`src/design/overwriting_byte_ring_buffer_top_defines.svh`:
```
// assertion macros for the overwriting byte ring buffer
// used by overwriting_byte_ring_buffer_top.sv, depends on nothing
`ifndef OVERWRITING_BYTE_RING_BUFFER_TOP_DEFINES_SVH
`define OVERWRITING_BYTE_RING_BUFFER_TOP_DEFINES_SVH

// consequent holds in the same cycle as the antecedent
`define OBRB_ASSERT_NOW(label, clk, rst, ante, cons) \
   label: assert property (@(posedge clk) disable iff (rst) (ante) |-> (cons)) \
      else $error("ring buffer check failed in the same cycle");

// consequent holds in the cycle after the antecedent
`define OBRB_ASSERT_NEXT(label, clk, rst, ante, cons) \
   label: assert property (@(posedge clk) disable iff (rst) (ante) |=> (cons)) \
      else $error("ring buffer check failed one cycle later");

`endif

```
`src/design/obrb_pkg.sv`:
```
// shared types and constants of the overwriting byte ring buffer
// no dependencies; used by obrb_ctrl and the top level
package obrb_pkg;

   localparam int OP_W     = 3;
   localparam int DATA_W   = 8;
   localparam int OFFSET_W = 10;
   localparam int COUNT_W  = 11;
   localparam int USED_W   = 11;

   // ring depth, a power of two that the offset, count and used fields can cover
   localparam int DEPTH    = 1024;

   typedef enum logic [OP_W-1:0] {
      OP_WRITE = 3'd0,
      OP_READ  = 3'd1,
      OP_PEEK  = 3'd2,
      OP_DROP  = 3'd3,
      OP_CLEAR = 3'd4
   } op_type;

   // result fields that do not come from the byte store
   typedef struct packed {
      logic              has_data;
      logic              status;
      logic [USED_W-1:0] used_count;
      logic              is_full;
      logic              is_empty;
      logic              overwrote;
   } rsp_meta_type;

endpackage

```
`src/design/obrb_ctrl.sv`:
```
// index and count keeping of the ring buffer, issues store accesses
// depends on obrb_pkg
module obrb_ctrl (
   input  logic                                 clock,
   input  logic                                 reset,
   input  logic                                 req_accept,
   input  obrb_pkg::op_type                     req_op,
   input  logic [obrb_pkg::DATA_W-1:0]          req_write_data,
   input  logic [obrb_pkg::OFFSET_W-1:0]        req_peek_offset,
   input  logic [obrb_pkg::COUNT_W-1:0]         req_drop_count,
   output logic                                 mem_wr_en,
   output logic [$clog2(obrb_pkg::DEPTH)-1:0]   mem_wr_addr,
   output logic [obrb_pkg::DATA_W-1:0]          mem_wr_data,
   output logic                                 mem_rd_en,
   output logic [$clog2(obrb_pkg::DEPTH)-1:0]   mem_rd_addr,
   output obrb_pkg::rsp_meta_type               meta
);

   localparam int AW = $clog2(obrb_pkg::DEPTH);
   localparam int CW = AW + 1;
   // wide enough for any index, count or request field
   localparam int SW = ((CW > obrb_pkg::COUNT_W) ? CW : obrb_pkg::COUNT_W) + 1;
   localparam logic [CW-1:0] FULL_COUNT = CW'(obrb_pkg::DEPTH);

   logic [AW-1:0] wr_idx_ff, wr_idx_in;
   logic [AW-1:0] rd_idx_ff, rd_idx_in;
   logic [CW-1:0] held_ff, held_in;

   logic [SW-1:0] held_ext;
   logic [SW-1:0] offset_ext;
   logic [SW-1:0] count_ext;
   logic [SW-1:0] peek_sum;
   logic [SW-1:0] drop_sum;
   logic [SW-1:0] used_ext;

   assign held_ext   = SW'(held_ff);
   assign offset_ext = SW'(req_peek_offset);
   assign count_ext  = SW'(req_drop_count);
   assign peek_sum   = SW'(rd_idx_ff) + offset_ext;
   assign drop_sum   = SW'(rd_idx_ff) + count_ext;
   assign used_ext   = SW'(held_in);

   assign mem_wr_addr = wr_idx_ff;
   assign mem_wr_data = req_write_data;

   always_comb begin
      wr_idx_in      = wr_idx_ff;
      rd_idx_in      = rd_idx_ff;
      held_in        = held_ff;
      mem_wr_en      = 1'b0;
      mem_rd_en      = 1'b0;
      mem_rd_addr    = rd_idx_ff;
      meta.has_data  = 1'b0;
      meta.status    = 1'b0;
      meta.overwrote = 1'b0;
      case (req_op)
         obrb_pkg::OP_WRITE: begin
            mem_wr_en = req_accept;
            wr_idx_in = wr_idx_ff + AW'(1);
            if (held_ff == FULL_COUNT) begin
               // full: the oldest byte goes
               rd_idx_in      = rd_idx_ff + AW'(1);
               meta.overwrote = 1'b1;
            end else begin
               held_in = held_ff + CW'(1);
            end
         end
         obrb_pkg::OP_READ: begin
            if (held_ff == '0) begin
               meta.status = 1'b1;
            end else begin
               mem_rd_en     = req_accept;
               meta.has_data = 1'b1;
               rd_idx_in     = rd_idx_ff + AW'(1);
               held_in       = held_ff - CW'(1);
            end
         end
         obrb_pkg::OP_PEEK: begin
            if (offset_ext >= held_ext) begin
               meta.status = 1'b1;
            end else begin
               mem_rd_en     = req_accept;
               mem_rd_addr   = peek_sum[AW-1:0];
               meta.has_data = 1'b1;
            end
         end
         obrb_pkg::OP_DROP: begin
            if (count_ext > held_ext) begin
               meta.status = 1'b1;
            end else begin
               // count never exceeds depth here, so the low bits wrap correctly
               rd_idx_in = drop_sum[AW-1:0];
               held_in   = held_ff - count_ext[CW-1:0];
            end
         end
         obrb_pkg::OP_CLEAR: begin
            // only held entries are ever read, so the store needs no wipe
            wr_idx_in = '0;
            rd_idx_in = '0;
            held_in   = '0;
         end
         default: begin
         end
      endcase
      meta.used_count = used_ext[obrb_pkg::USED_W-1:0];
      meta.is_full    = (held_in == FULL_COUNT);
      meta.is_empty   = (held_in == '0);
   end

   always_ff @(posedge clock) begin
      if (reset) begin
         wr_idx_ff <= '0;
         rd_idx_ff <= '0;
         held_ff   <= '0;
      end else if (req_accept) begin
         wr_idx_ff <= wr_idx_in;
         rd_idx_ff <= rd_idx_in;
         held_ff   <= held_in;
      end
   end

endmodule

```
`config.mk`:
```
export PLATFORM = sky130hd
export DESIGN_NAME = obrb_ctrl
export DESIGN_NICKNAME = d
export VERILOG_FILES = /design/src/design/overwriting_byte_ring_buffer_top_defines.svh /design/src/design/obrb_pkg.sv /design/src/design/obrb_ctrl.sv
export SDC_FILE = /design/constraint.sdc
export NUM_CORES = 1
export LEC_CHECK = 0
export ABC_AREA = 0
export BUFFER_PORTS_ARGS = -buffer_cell sky130_fd_sc_hd__buf_4
export CAP_MARGIN = 20
export CORE_ASPECT_RATIO = 1.5
export CORE_MARGIN = 2
export CORE_UTILIZATION = 33
export CTS_BUF_LIST = sky130_fd_sc_hd__clkbuf_2
export CTS_CLUSTER_DIAMETER = 60
export CTS_CLUSTER_SIZE = 16
export DETAILED_ROUTE_END_ITERATION = 10
export PLACE_DENSITY = 0.54
export SYNTH_ARGS = -nofsm -noshare
export SYNTH_HDL_FRONTEND = slang
export SYNTH_SLANG_ARGS = --single-unit
```
`constraint.sdc`:
```
create_clock -name clock -period 4.1 [get_ports clock]
set_clock_uncertainty 0.1 [all_clocks]
set_input_delay 0.205 -clock clock [delete_from_list [all_inputs] [get_ports clock]]
set_output_delay 0.205 -clock clock [all_outputs]
set_load 0.03 [all_outputs]
```
==> impl_results.md <==
- Worst slew margin: 0.291
- Clock Path Buffers: 2
- DR iter-0 viols: 394
- Final Hold Vio Count: 0
- GRT busiest layer: met2
- Number of port buffers: 64
- RSZ-0062 raised after global routing: false
- CP arrival: approximately 3.6 ns
- DRT Wirelength: about 13000 um
- Die Wd: 91.9 um
- Global route total overflow: 0
- Met1 GRT Util: 0.238
- Pin count of the biggest net entering global routing: 25
- Max Clk Rate: 0.257 GHz
- Status: finished clean
- Clock-pin slew on the worst setup and hold paths: 0.23 ns
- Cells after Synth: a little over 500
- Core area: 11400 sq um
- DP Wirelength: 10300 um
- # fillers: 1245
- Worst path required time: roughly 3.8 ns
- Routed Antenna Nets: 0
- Worst-margin pin slew: about 1.1 ns
- Worst Setup Path Type: reg -> out
- IO Count: roughly 80
- Layout Nets: ~640
- Most common cell after layout, fill and taps aside: buf_4
- Post-Syn Area: approximately 3800 sq um
- Clock sinks: 31
- Die area: 12500 sq um
- Synth async-reset ratio: 0
- Wirelength per Cell: about 18 um
- Non-Filler Instances: 714
- Drt drc: 0
- Share of cells above drive strength 1: 0.187
- Synth Net Count: 592
- WHS: ~0.018 ns
- P&R area growth vs syn: 17.8%
- Reg2Reg Depth: 9
- DIE HEIGHT: 136 um
- Drt pass-1 iters: 6
- Worst r2r dst: held_ff[5]
- CTS tree: done
- Netlist cell types: 73
- Via density: ~5.7
- Ys flop type: dfxtp_1
- R2r startpoint: held_ff[8]
- Worst Setup End Kind: output pin
- VDD IR max: approximately 0.092 mV
- GR Layer Usage met3: 0.0245
- First-pass GRT wire length: just over 20000 um
- Final setup vio count: 0
- #FFs+latches synth: 31
- Critical Path Start Type: flip-flop
- Area post-placement: 4380 sq um
- Avg Cell Area, Syn: 7.48 sq um
- Register area share after synthesis: 0.162
- H-Tree Depth: 2
- Root Buffer: clkbuf_2
- Antenna violations before repair: 1
- RD Place Congestion: roughly 0.94
- Max-slew violations: 0
- WHS Path Cells: 2
- Number of global-route vias before repair: just under 4000
- Most frequent cells in the layout: buf_4 (71), nor2_1 (68), ha_1 (41)
- Worst R2R Setup Slack: approximately 1.1 ns
- Static leakage: 0.00205 uW
- EDFF count, synth: 0
- YS warnings: 0
- Hold crit path type: in -> reg
- Max-Cap Viols: 0
- Worst-Skew Late Latency: 0.44 ns
- GRT Resource Usage Total: 0.208
- Fin crit share: 0.950
- PD cells: 221 nW/um^2
- Worst-path maximum fanout: 8
- Worst hold path startpoint: reset
- Tmin final: roughly 3.9 ns
- Placed cells: slightly above 700
- Standard-cell rows: between 40 and 50
- Total CTS buffers: 5
- DR vias: slightly above 4000
- Fin area: between 4000 and 5000 sq um
- Met2 Usage GRT: 0.389
- Min-Delay Endpoint: mem_wr_addr[0]
- Final setup TNS: 0 ns
- Initial Utilization: 0.335
-- critical path, cell delays in order (launching register included) --
cell       delay (ns)
dfxtp_1          0.46
ha_2             0.42
nand2_1          0.06
nor4_1           0.30
a21bo_2          0.31
a2111oi_1        0.69
o22ai_1          0.24
o21ai_1          0.29
or4_1            0.17
nor3_1           0.05
buf_4            0.16
-- where the power goes --
| group | leakage, uW | switching [uW] | internal, uW |
|---|---|---|---|
| clock network | 0.0000404 | 136 | 100 |
| logic | 0.00176 | 264 | 166 |
| registers | 0.000253 | 17.0 | 311 |
| total | 0.00205 | 417 | 577 |
-- stage by stage --
stage / utilization / power, uW / setup WS, ns
global route: 0.394 / 1050 / 0.0107
global placement: 0.384 / 753 / 0.336
floorplan: - / 631 / 0.490
finish: 0.394 / 994 / 0.207
detailed placement: 0.384 / 754 / 0.427
CTS: 0.391 / 996 / 0.0107
-- sequential cells by signal (all words and copies together), names as in the netlist --
| register | cells |
|---|---|
| held_ff | 11 |
| mem_wr_addr | 10 |
| rd_idx_ff | 10 |
-- worst max-delay path by stage --
| stage | slack [ns] | depth (start not counted) | start | endpoint |
|---|---|---|---|---|
| 2_1_floorplan | 0.49 | 12 | held_ff[0] | meta[1] |
| 3_3_place_gp | 0.34 | 9 | held_ff[8] | meta[1] |
| 3_5_place_dp | 0.43 | 9 | held_ff[8] | meta[2] |
| 4_1_cts | 0.01 | 10 | held_ff[4] | meta[2] |
| 5_1_grt | 0.01 | 10 | held_ff[8] | meta[1] |
| 6_report | 0.21 | 10 | held_ff[8] | meta[1] |
-- per-layer routing --
metal,vias up,routed length (um)
met3,35,558
met4,0,486
met1,1904,5280
met5,-,0
met2,141,6690
li1,1967,-
-- synth_stat cells (2+ instances only) --
cell	count	area share
nand2b_1	5	0.0082
nor4_1	6	0.0098
a211oi_1	7	0.014
nor2b_1	5	0.0082
nor2_1	68	0.067
a21oi_1	19	0.025
nor4b_1	2	0.0046
o21a_1	8	0.016
nand4_1	9	0.015
inv_1	37	0.036
a22oi_1	5	0.0098
a31oi_1	4	0.0065
or3_1	3	0.0049
a311oi_1	2	0.0046
nand3_1	21	0.028
buf_2	3	0.0039
a221oi_1	2	0.0046
dfxtp_1	31	0.16
nor3_1	21	0.028
ha_1	43	0.14
fa_1	3	0.016
buf_6	2	0.0059
mux2i_1	8	0.021
nor4_4	2	0.011
o31ai_1	2	0.0039
a21o_1	16	0.031
or4_1	3	0.0059
buf_1	2	0.0020
buf_4	8	0.016
o41ai_1	4	0.0092
and2_1	4	0.0065
and3_1	7	0.011
o21ai_0	16	0.021
clkbuf_1	12	0.012
xor2_1	14	0.032
nand2_1	35	0.034
xnor2_1	19	0.044
a41o_1	2	0.0052
o211ai_1	6	0.012
a32oi_1	2	0.0046
inv_2	2	0.0020
and4_1	5	0.011
mux2_2	2	0.0059
o21ai_1	5	0.0065
-- final cells by class --
| class | count | area (sq um) | area share |
|---|---|---|---|
| antenna | 1 | 2.50 | 0.000556 |
| clock buffer | 5 | 25.0 | 0.00556 |
| clock inverter | 3 | 38.8 | 0.00862 |
| inverter | 39 | 146 | 0.0325 |
| multi-input combinational | 414 | 2940 | 0.653 |
| sequential | 31 | 627 | 0.139 |
| tap | 150 | 188 | 0.0417 |
| timing repair buffer | 71 | 533 | 0.118 |
-- kinds of logic after synthesis --
group                    Yosys count  synth area share
AND/OR/NAND/NOR                  201             0.265
AO/OA/AOI/OAI                    124             0.236
buffers and inverters             66            0.0776
adder cells (fa/ha/maj)           46             0.157
XOR/XNOR                          33            0.0756
flip-flops                        31             0.162
multiplexers                      10            0.0269
-- what timing repair did --
item	CTS	global route
resized for setup	2	11
endpoints found under the hold margin	0	0
hold buffers	0	0
buffers inserted	0	1
setup endpoints to repair	2	3
pin swaps	0	1
Power figures use the tool's default switching activity.
